==> src/tcp_rx_pkg.sv <==
package tcp_rx_pkg;

  // Largest payload that is still forwarded byte by byte (exclusive bound).
  localparam int unsigned MAX_PACKET_BYTES = 4096;
  localparam logic [16:0] MAX_PAYLOAD_LIMIT = 17'(MAX_PACKET_BYTES);

  localparam logic KIND_PAYLOAD = 1'b0;
  localparam logic KIND_SUMMARY = 1'b1;

  localparam logic [15:0] PROTO_TCP = 16'd6;

  // Result queue geometry.
  localparam int unsigned QUEUE_DEPTH = 4;
  localparam int unsigned QPTR_W      = $clog2(QUEUE_DEPTH);
  localparam int unsigned QCNT_W      = $clog2(QUEUE_DEPTH + 1);

  localparam int unsigned OUT_DATA_W = 144;

  typedef struct packed {
    logic        kind;
    logic        last_result;
    logic [7:0]  payload_byte;
    logic [31:0] source_addr;
    logic [15:0] source_port;
    logic [31:0] seq_number;
    logic [31:0] ack_number;
    logic        syn_flag;
    logic [15:0] payload_length;
    logic        ip_check_ok;
    logic        tcp_check_ok;
    logic        length_error;
  } result_t;

  // Up to two results per input beat: a payload byte and then a summary.
  typedef struct packed {
    logic    push0;
    logic    push1;
    result_t res0;
    result_t res1;
  } push_t;

  // 16-bit one's-complement add with a single end-around carry.
  function automatic logic [15:0] oc_add(input logic [15:0] s, input logic [15:0] v);
    logic [16:0] sum;
    sum = {1'b0, s} + {1'b0, v};
    return sum[15:0] + {15'b0, sum[16]};
  endfunction

endpackage

==> src/tcp_rx_parse.sv <==
module tcp_rx_parse (
  input  logic                clk,
  input  logic                rst_n,
  input  logic                accept,
  input  logic [7:0]          data_byte,
  input  logic                end_of_packet,
  output tcp_rx_pkg::push_t   push
);

  localparam logic [15:0] OFS_TOTLEN_HI = 16'd2;
  localparam logic [15:0] OFS_TOTLEN_LO = 16'd3;
  localparam logic [15:0] OFS_IPCHK_HI  = 16'd10;
  localparam logic [15:0] OFS_IPCHK_LO  = 16'd11;
  localparam logic [15:0] OFS_SADDR_LO  = 16'd12;
  localparam logic [15:0] OFS_SADDR_HI  = 16'd15;
  localparam logic [15:0] OFS_PSEUDO_HI = 16'd19;
  localparam logic [15:0] TCP_PORT_END  = 16'd1;
  localparam logic [15:0] TCP_SEQ_LO    = 16'd4;
  localparam logic [15:0] TCP_SEQ_HI    = 16'd7;
  localparam logic [15:0] TCP_ACK_LO    = 16'd8;
  localparam logic [15:0] TCP_ACK_HI    = 16'd11;
  localparam logic [15:0] TCP_DOFS      = 16'd12;
  localparam logic [15:0] TCP_FLAGS     = 16'd13;
  localparam logic [15:0] TCP_CHK_HI    = 16'd16;
  localparam logic [15:0] TCP_CHK_LO    = 16'd17;

  logic [15:0] idx_r;
  logic [5:0]  ihl_r, thl_r;
  logic [15:0] tl_r, ip_sum_r, tcp_sum_r, rx_ip_r, rx_tcp_r, port_r;
  logic [31:0] saddr_r, seq_r, ack_r;
  logic        syn_r;

  logic [5:0]  ihl_e, thl_e;
  logic [15:0] tl_e, ip_sum_e, tsum_a, tcp_sum_e, rx_ip_e, rx_tcp_e, port_e;
  logic [31:0] saddr_e, seq_e, ack_e;
  logic        syn_e;
  logic [15:0] part, t, pl, sum1, sum2;
  logic        in_tcp, under, trunc, tcp_add, fwd;
  logic [6:0]  hsum;
  logic [16:0] span, count;
  tcp_rx_pkg::result_t pay_res, sum_res;

  always_comb begin
    part   = idx_r[0] ? {8'h00, data_byte} : {data_byte, 8'h00};
    ihl_e  = (idx_r == 16'd0) ? {data_byte[3:0], 2'b00} : ihl_r;
    tl_e   = (idx_r == OFS_TOTLEN_HI || idx_r == OFS_TOTLEN_LO) ?
             {tl_r[7:0], data_byte} : tl_r;
    rx_ip_e = (idx_r == OFS_IPCHK_HI || idx_r == OFS_IPCHK_LO) ?
              {rx_ip_r[7:0], data_byte} : rx_ip_r;
    saddr_e = (idx_r >= OFS_SADDR_LO && idx_r <= OFS_SADDR_HI) ?
              {saddr_r[23:0], data_byte} : saddr_r;
    ip_sum_e = (idx_r < {10'b0, ihl_e} && idx_r != OFS_IPCHK_HI && idx_r != OFS_IPCHK_LO) ?
               tcp_rx_pkg::oc_add(ip_sum_r, part) : ip_sum_r;
    // The addresses also form the pseudo header of the TCP sum.
    tsum_a = (idx_r >= OFS_SADDR_LO && idx_r <= OFS_PSEUDO_HI) ?
             tcp_rx_pkg::oc_add(tcp_sum_r, part) : tcp_sum_r;

    in_tcp   = idx_r >= {10'b0, ihl_e};
    t        = idx_r - {10'b0, ihl_e};
    port_e   = (in_tcp && t <= TCP_PORT_END) ? {port_r[7:0], data_byte} : port_r;
    seq_e    = (in_tcp && t >= TCP_SEQ_LO && t <= TCP_SEQ_HI) ? {seq_r[23:0], data_byte} : seq_r;
    ack_e    = (in_tcp && t >= TCP_ACK_LO && t <= TCP_ACK_HI) ? {ack_r[23:0], data_byte} : ack_r;
    thl_e    = (in_tcp && t == TCP_DOFS) ? {data_byte[7:4], 2'b00} : thl_r;
    syn_e    = (in_tcp && t == TCP_FLAGS) ? data_byte[1] : syn_r;
    rx_tcp_e = (in_tcp && (t == TCP_CHK_HI || t == TCP_CHK_LO)) ?
               {rx_tcp_r[7:0], data_byte} : rx_tcp_r;

    hsum  = {1'b0, ihl_e} + {1'b0, thl_e};
    under = tl_e < {9'b0, hsum};
    pl    = under ? 16'd0 : tl_e - {9'b0, hsum};
    span  = {11'b0, thl_e} + {1'b0, pl};

    tcp_add = in_tcp && t != TCP_CHK_HI && t != TCP_CHK_LO &&
              (t <= TCP_DOFS || {1'b0, t} < span);
    tcp_sum_e = tcp_add ? tcp_rx_pkg::oc_add(tsum_a, part) : tsum_a;

    fwd = in_tcp && t > TCP_DOFS && pl != 16'd0 && {1'b0, pl} < tcp_rx_pkg::MAX_PAYLOAD_LIMIT &&
          t >= {10'b0, thl_e} && {1'b0, t} < span;

    count = {1'b0, idx_r} + 17'd1;
    trunc = count < {1'b0, tl_e} || count <= ({11'b0, ihl_e} + 17'd12);
    sum1  = tcp_rx_pkg::oc_add(tcp_sum_e, tcp_rx_pkg::PROTO_TCP);
    sum2  = tcp_rx_pkg::oc_add(sum1, span[15:0]);

    pay_res              = '0;
    pay_res.kind         = tcp_rx_pkg::KIND_PAYLOAD;
    pay_res.payload_byte = data_byte;

    sum_res                = '0;
    sum_res.kind           = tcp_rx_pkg::KIND_SUMMARY;
    sum_res.last_result    = 1'b1;
    sum_res.source_addr    = saddr_e;
    sum_res.source_port    = port_e;
    sum_res.seq_number     = seq_e;
    sum_res.ack_number     = ack_e;
    sum_res.syn_flag       = syn_e;
    sum_res.payload_length = pl;
    sum_res.ip_check_ok    = rx_ip_e == ~ip_sum_e;
    sum_res.tcp_check_ok   = rx_tcp_e == ~sum2;
    sum_res.length_error   = under || trunc;

    push.push0 = accept && (fwd || end_of_packet);
    push.push1 = accept && fwd && end_of_packet;
    push.res0  = fwd ? pay_res : sum_res;
    push.res1  = sum_res;
  end

  always_ff @(posedge clk) begin
    if (!rst_n || (accept && end_of_packet)) begin
      idx_r     <= '0;
      ihl_r     <= '0;
      thl_r     <= '0;
      tl_r      <= '0;
      ip_sum_r  <= '0;
      tcp_sum_r <= '0;
      rx_ip_r   <= '0;
      rx_tcp_r  <= '0;
      port_r    <= '0;
      saddr_r   <= '0;
      seq_r     <= '0;
      ack_r     <= '0;
      syn_r     <= 1'b0;
    end else if (accept) begin
      if (idx_r != 16'hFFFF) begin
        idx_r <= idx_r + 16'd1;
      end
      ihl_r     <= ihl_e;
      thl_r     <= thl_e;
      tl_r      <= tl_e;
      ip_sum_r  <= ip_sum_e;
      tcp_sum_r <= tcp_sum_e;
      rx_ip_r   <= rx_ip_e;
      rx_tcp_r  <= rx_tcp_e;
      port_r    <= port_e;
      saddr_r   <= saddr_e;
      seq_r     <= seq_e;
      ack_r     <= ack_e;
      syn_r     <= syn_e;
    end
  end

endmodule

==> src/tcp_rx_outq.sv <==
module tcp_rx_outq (
  input  logic                clk,
  input  logic                rst_n,
  input  tcp_rx_pkg::push_t   push,
  output logic                room,
  output logic                res_valid,
  input  logic                res_ready,
  output tcp_rx_pkg::result_t res
);

  tcp_rx_pkg::result_t q_r [tcp_rx_pkg::QUEUE_DEPTH];
  logic [tcp_rx_pkg::QPTR_W-1:0] wr_ptr_r, rd_ptr_r;
  logic [tcp_rx_pkg::QCNT_W-1:0] count_r, count_nxt;
  logic [tcp_rx_pkg::QPTR_W-1:0] wr_step;
  logic                          pop;

  // Room is kept for the two results a single beat can produce.
  assign room      = count_r <= tcp_rx_pkg::QCNT_W'(tcp_rx_pkg::QUEUE_DEPTH - 2);
  assign res_valid = count_r != '0;
  assign res       = q_r[rd_ptr_r];
  assign pop       = res_valid && res_ready;
  assign wr_step   = tcp_rx_pkg::QPTR_W'({1'b0, push.push0} + {1'b0, push.push1});

  always_comb begin
    count_nxt = count_r + tcp_rx_pkg::QCNT_W'(wr_step) - tcp_rx_pkg::QCNT_W'(pop);
  end

  always_ff @(posedge clk) begin
    if (!rst_n) begin
      wr_ptr_r <= '0;
      rd_ptr_r <= '0;
      count_r  <= '0;
    end else begin
      wr_ptr_r <= wr_ptr_r + wr_step;
      if (pop) begin
        rd_ptr_r <= rd_ptr_r + tcp_rx_pkg::QPTR_W'(1);
      end
      count_r <= count_nxt;
    end
  end

  always_ff @(posedge clk) begin
    if (push.push0) begin
      q_r[wr_ptr_r] <= push.res0;
    end
    if (push.push1) begin
      q_r[wr_ptr_r + tcp_rx_pkg::QPTR_W'(1)] <= push.res1;
    end
  end

endmodule

==> src/tcp_ipv4_receive_parser.sv <==
// Channel  | Direction | Beat
// ---------+-----------+------------------------------------------------------
// in_      | slave     | tdata = packet byte, tlast = final byte of the packet
// out_     | master    | tdata = result record, tuser = kind, tlast = summary
//
// Each byte is parsed in the cycle it is accepted; its results are registered
// into a four-entry result queue, from which out_ presents them in order.
// One byte is taken per cycle while the queue has room; a byte that yields both a payload result and
// a summary needs two output beats, so sustained rate is one byte per cycle
// while the consumer drains at least as many beats as are produced.
// in_tready drops only when the result queue cannot hold two more results.
// Synchronous active-low reset clears the parser state and empties the queue.
module tcp_ipv4_receive_parser (
  input  logic                                  clk,
  input  logic                                  rst_n,
  input  logic                                  in_tvalid,
  output logic                                  in_tready,
  input  logic [7:0]                            in_tdata,  // [7:0] data_byte
  input  logic                                  in_tlast,  // end_of_packet
  output logic                                  out_tvalid,
  input  logic                                  out_tready,
  // [7:0] payload_byte, [39:8] source_addr, [55:40] source_port,
  // [87:56] seq_number, [119:88] ack_number, [120] syn_flag,
  // [136:121] payload_length, [137] ip_check_ok, [138] tcp_check_ok,
  // [139] length_error, [143:140] zero
  output logic [tcp_rx_pkg::OUT_DATA_W-1:0]     out_tdata,
  output logic                                  out_tuser, // kind
  output logic                                  out_tlast  // last_result
);

  tcp_rx_pkg::push_t   push;
  tcp_rx_pkg::result_t res;
  logic                accept;

  assign accept = in_tvalid && in_tready;

  tcp_rx_parse u_parse (
    .clk           (clk),
    .rst_n         (rst_n),
    .accept        (accept),
    .data_byte     (in_tdata),
    .end_of_packet (in_tlast),
    .push          (push)
  );

  tcp_rx_outq u_outq (
    .clk       (clk),
    .rst_n     (rst_n),
    .push      (push),
    .room      (in_tready),
    .res_valid (out_tvalid),
    .res_ready (out_tready),
    .res       (res)
  );

  assign out_tdata = {4'b0000, res.length_error, res.tcp_check_ok, res.ip_check_ok,
                      res.payload_length, res.syn_flag, res.ack_number, res.seq_number,
                      res.source_port, res.source_addr, res.payload_byte};
  assign out_tuser = res.kind;
  assign out_tlast = res.last_result;

endmodule
==> config.mk <==
export PLATFORM = sky130hd
export DESIGN_NAME = tcp_ipv4_receive_parser
export DESIGN_NICKNAME = d
export VERILOG_FILES = /design/src/tcp_rx_pkg.sv /design/src/tcp_rx_parse.sv /design/src/tcp_rx_outq.sv /design/src/tcp_ipv4_receive_parser.sv
export SDC_FILE = /design/constraint.sdc
export NUM_CORES = 2
export LEC_CHECK = 0
export BUFFER_PORTS_ARGS = -buffer_cell sky130_fd_sc_hd__buf_4
export CORE_ASPECT_RATIO = 1.5
export CORE_MARGIN = 1
export CORE_UTILIZATION = 63
export DETAILED_ROUTE_END_ITERATION = 8
export GPL_TIMING_DRIVEN = 0
export PLACE_DENSITY = 0.79
export SYNTH_ARGS = -nofsm -noshare
export SYNTH_HDL_FRONTEND = slang
export SYNTH_SLANG_ARGS = --single-unit
==> constraint.sdc <==
create_clock -name clk -period 23.6 [get_ports clk]
set_clock_uncertainty 0.2 [all_clocks]
set_input_delay 2.36 -clock clk [delete_from_list [all_inputs] [get_ports clk]]
set_output_delay 2.36 -clock clk [all_outputs]
set_load 0.01 [all_outputs]
==> flow_metrics.py <==
metrics = {
    "status": {
        "status": "finished, final reports clean",
    },
    "finish": {
        "area_growth_pct": 11.73,
        "layout_common_cells": "751 x nor2_1, 528 x edfxtp_1, 429 x nand2_1, 266 x dfxtp_1, 248 x a21oi_1",
        "final_cell_area_um2": 48750,
        "fillers": 4857,
        "nNetsFinal": 4561,
        "final_cells": 5344,
        "final_common_cell": "nor2_1",
        "drive_above_1_share": 0.1283,
    },
    "worst_hold_path": {
        "hold_class": "reg2reg",
    },
    "global_route": {
        "grt_pass1_vias": 34350,
        "grt_use_met3": 0.04906,
        "met2_usage": 0.6275,
        "antenna_found_initial": 3,
        "grt_max_degree": 55,
        "grt_usage": 0.3653,
        "overflow": 0,
        "top_usage_layer": "met2",
        "grt_pass1_wl_um": 195200,
        "gr-usage-met1": 0.4122,
    },
    "critical_path": {
        "crit_path_frequent_cell": "ha_1",
        "critPathMaxFanout": 10,
        "r2r_cells": 85,
        "critPathCapture": "u_outq.q_r[2][1]$_DFFE_PP_",
        "r2r_setup_slack_ns": 1.70,
        "cp-start-kind": "flop",
        "crit_start": "u_parse.idx_r[0]$_SDFFE_PP0P_",
        "crit_type": "reg2reg",
        "cp_slowest_cell": "a2111oi_0",
        "required_ns": 23.88,
        "slowest_delay_ns": 0.82,
        "r2r-end": "u_outq.q_r[2][1]$_DFFE_PP_",
        "end_kind": "flop",
        "arrival_ns": 22.18,
        "rr_startpoint": "u_parse.idx_r[0]$_SDFFE_PP0P_",
    },
    "pwr": {
        "comb_power_share": 0.458,
        "switching_share": 0.3910,
        "pwr-share-seq": 0.312,
        "power_density_nw_per_um2": 113.2,
        "power_frac_clock": 0.230,
        "p_int_w": 0.003359,
        "p_sw_w": 0.002157,
        "vdd_ir_drop_max_mv": 0.07186,
        "power.total_w": 0.005517,
        "power_leakage_nw": 17.32,
    },
    "floorplan": {
        "die_y_um": 324.3,
        "start_util": 0.6397,
        "die_w_um": 216.9,
        "design.core.area_um2": 68220,
        "die_area_um2": 70340,
        "rows": 117,
        "boundaryPins": 161,
    },
    "cts": {
        "post_cts_buffers": 0,
        "cts_max_path_buffers": 3,
        "cts_tree": "done",
        "htree_levels": 3,
        "cts_root_buf": "clkbuf_16",
        "post_cts_resized": 0,
        "insertion_delay_ns": 0.67,
        "holdBufCountCts": 0,
        "cts_buffers": 74,
        "path_clk_slew_ns": 0.07,
        "clock_sinks": 794,
    },
    "routing": {
        "vias": 34500,
        "wire_per_inst_um": 24.14,
        "avgViaCountPerCell": 6.455,
        "dr.first_iter.drc_count": 3283,
        "ant_nets": 0,
        "post-route-drc-count": 0,
        "finalWirelength_um": 129000,
        "drtPass1Iterations": 6,
    },
    "sta": {
        "hold_violations": 0,
        "drv_slew": 0,
        "rsz0062_at_grt": "false",
        "period_share": 0.9280,
        "worst_slew_pin_slew_ns": 1.438,
        "fmax_mhz": 45.66,
        "worst_hold_slack_ns": 0.2491,
        "finalCriticalPeriod_ns": 21.90,
        "final-setup-viol-count": 0,
        "slew_headroom": 0.03382,
        "setup-tns-final_ns": 0,
    },
    "synthesis": {
        "avgSynthCellArea_um2": 10.52,
        "synthArstFlopShare": 0,
        "synth.largest_area_cell": "edfxtp_1",
        "synth-seq-cells": 794,
        "synthFlopType": "edfxtp_1",
        "mappedNetlistArea_um2": 43640,
        "ys_warn_count": 0,
        "synth_top_area_frac": 0.3634,
        "synth_edf_count": 528,
        "ys_seq_area_frac": 0.4854,
        "synthTopCellsByArea": "edfxtp_1 36%, dfxtp_1 12%, mux4_2 7.3%, nor2_1 6.5%, mux2i_1 5.0%",
        "syn_inst": 4149,
        "synth_cell_types": 101,
    },
    "job": {
        "cap_violations": 0,
    },
    "placed_design": {
        "dp_hpwl_um": 91430,
        "routabilityCongestion": 0.9631,
        "place_area_um2": 46170,
        "dp.cells": 5205,
        "io_buffers": 152,
    },
}
## worst min-delay path by stage
| stage | startpoint | to | slack (ns) | cells past startpoint |
|---|---|---|---|---|
| after floorplan | u_outq.q_r[2][140]$_SDFFE_PP1P_ | u_outq.q_r[2][140]$_SDFFE_PP1P_ | 0.22 | 2 |
| after global placement | u_outq.q_r[3][140]$_SDFFE_PP1P_ | u_outq.q_r[3][140]$_SDFFE_PP1P_ | 0.23 | 2 |
| after detailed placement | u_outq.q_r[2][140]$_SDFFE_PP1P_ | u_outq.q_r[2][140]$_SDFFE_PP1P_ | 0.24 | 2 |
| after CTS | u_outq.q_r[1][140]$_SDFFE_PP1P_ | u_outq.q_r[1][140]$_SDFFE_PP1P_ | 0.25 | 2 |
| after global routing | u_outq.q_r[1][140]$_SDFFE_PP1P_ | u_outq.q_r[1][140]$_SDFFE_PP1P_ | 0.27 | 2 |
| final | u_outq.q_r[1][140]$_SDFFE_PP1P_ | u_outq.q_r[1][140]$_SDFFE_PP1P_ | 0.25 | 2 |
## logic make-up (layout without fill, tap and decap cells)
group           Yosys count  in the layout  synth area share
simple gates           1634           1634            0.1695
xor+xnor                231            231           0.04737
compound gates          616            616           0.09135
flops                   794            794            0.4854
mux                     369            369            0.1256
buf+inv                 342            640           0.03283
other cells               1              6        0.00008594
fa+ha+maj               162            162           0.04783
## sequential cells by signal, indices dropped and copies added (netlist names), named ones only
name / cells
u_parse.rx_tcp_r: 16
u_parse.thl_r: 6
u_parse.tl_r: 16
u_outq.wr_ptr_r: 2
u_parse.tcp_sum_r: 16
u_parse.ihl_r: 6
u_outq.q_r: 564
u_parse.seq_r: 32
u_parse.ip_sum_r: 16
u_parse.port_r: 16
u_parse.saddr_r: 32
u_parse.ack_r: 32
u_parse.idx_r: 16
u_parse.syn_r: 1
u_parse.rx_ip_r: 16
u_outq.rd_ptr_r: 2
u_outq.count_r: 3
## metal layers
layer	routed length [um]	part of all wire
met5	25	0.00019
met4	10790	0.084
met3	9565	0.074
met2	64620	0.50
met1	43990	0.34
## area by class of cell
class / instances / area (um^2) / area share
Buffer: 249 / 1084 / 0.02223
Clock buffer: 107 / 2153 / 0.04417
Clock inverter: 30 / 420.4 / 0.008623
Sequential cell: 794 / 21180 / 0.4344
Timing Repair Buffer: 161 / 1381 / 0.02833
Multi-Input combinational cell: 3016 / 21060 / 0.4321
Inverter: 93 / 349.1 / 0.007160
Tap cell: 892 / 1116 / 0.02289
Antenna cell: 2 / 5.005 / 0.0001027
## synthesized netlist by cell type (14+ instances only)
cell	number
nor2_1	751
edfxtp_1	528
nand2_1	429
dfxtp_1	266
a21oi_1	248
mux2i_1	217
ha_1	150
clkbuf_1	146
mux4_2	141
xnor2_1	135
xor2_1	93
inv_1	91
nand3_1	79
o21ai_0	69
buf_2	57
nor3_1	56
and2_1	53
a211oi_1	50
nand2b_1	39
a21o_1	36
nand4_1	30
and3_1	29
buf_1	26
nor2b_1	25
or3_1	25
o21a_1	24
a31oi_1	21
nor4_1	18
o211ai_1	17
buf_4	16
o31ai_1	16
or2_2	16
or4_1	14
## critical path: cells and delay by family (launching register included)
| family | cells | cell delay (ns) |
|---|---|---|
| compound gates | 30 | 8.17 |
| simple gates | 23 | 5.08 |
| fa+ha+maj | 12 | 3.54 |
| buf+inv | 10 | 2.07 |
| xor+xnor | 6 | 1.28 |
| mux | 4 | 1.00 |
| flops | 1 | 0.32 |
## power groups by stage
| stage | sequential (W) | combinational (W) | clock [W] |
|---|---|---|---|
| finish | 0.00172 | 0.00253 | 0.00127 |
| global route | 0.00173 | 0.00273 | 0.00132 |
| CTS | 0.00172 | 0.00250 | 0.00126 |
| detailed placement | 0.00174 | 0.00248 | 0 |
| global placement | 0.00177 | 0.00243 | 0 |
| floorplan | 0.00174 | 0.00173 | 0 |
## per-stage QoR
| step | util | worst slack, ns |
|---|---|---|
| floorplan | - | 6.133 |
| global placement | 0.6729 | 2.217 |
| detailed placement | 0.6769 | 2.170 |
| CTS | 0.7146 | 2.051 |
| global route | 0.7146 | 0.2565 |
| finish | 0.7147 | 1.699 |
(Power assumes the default switching activity.)
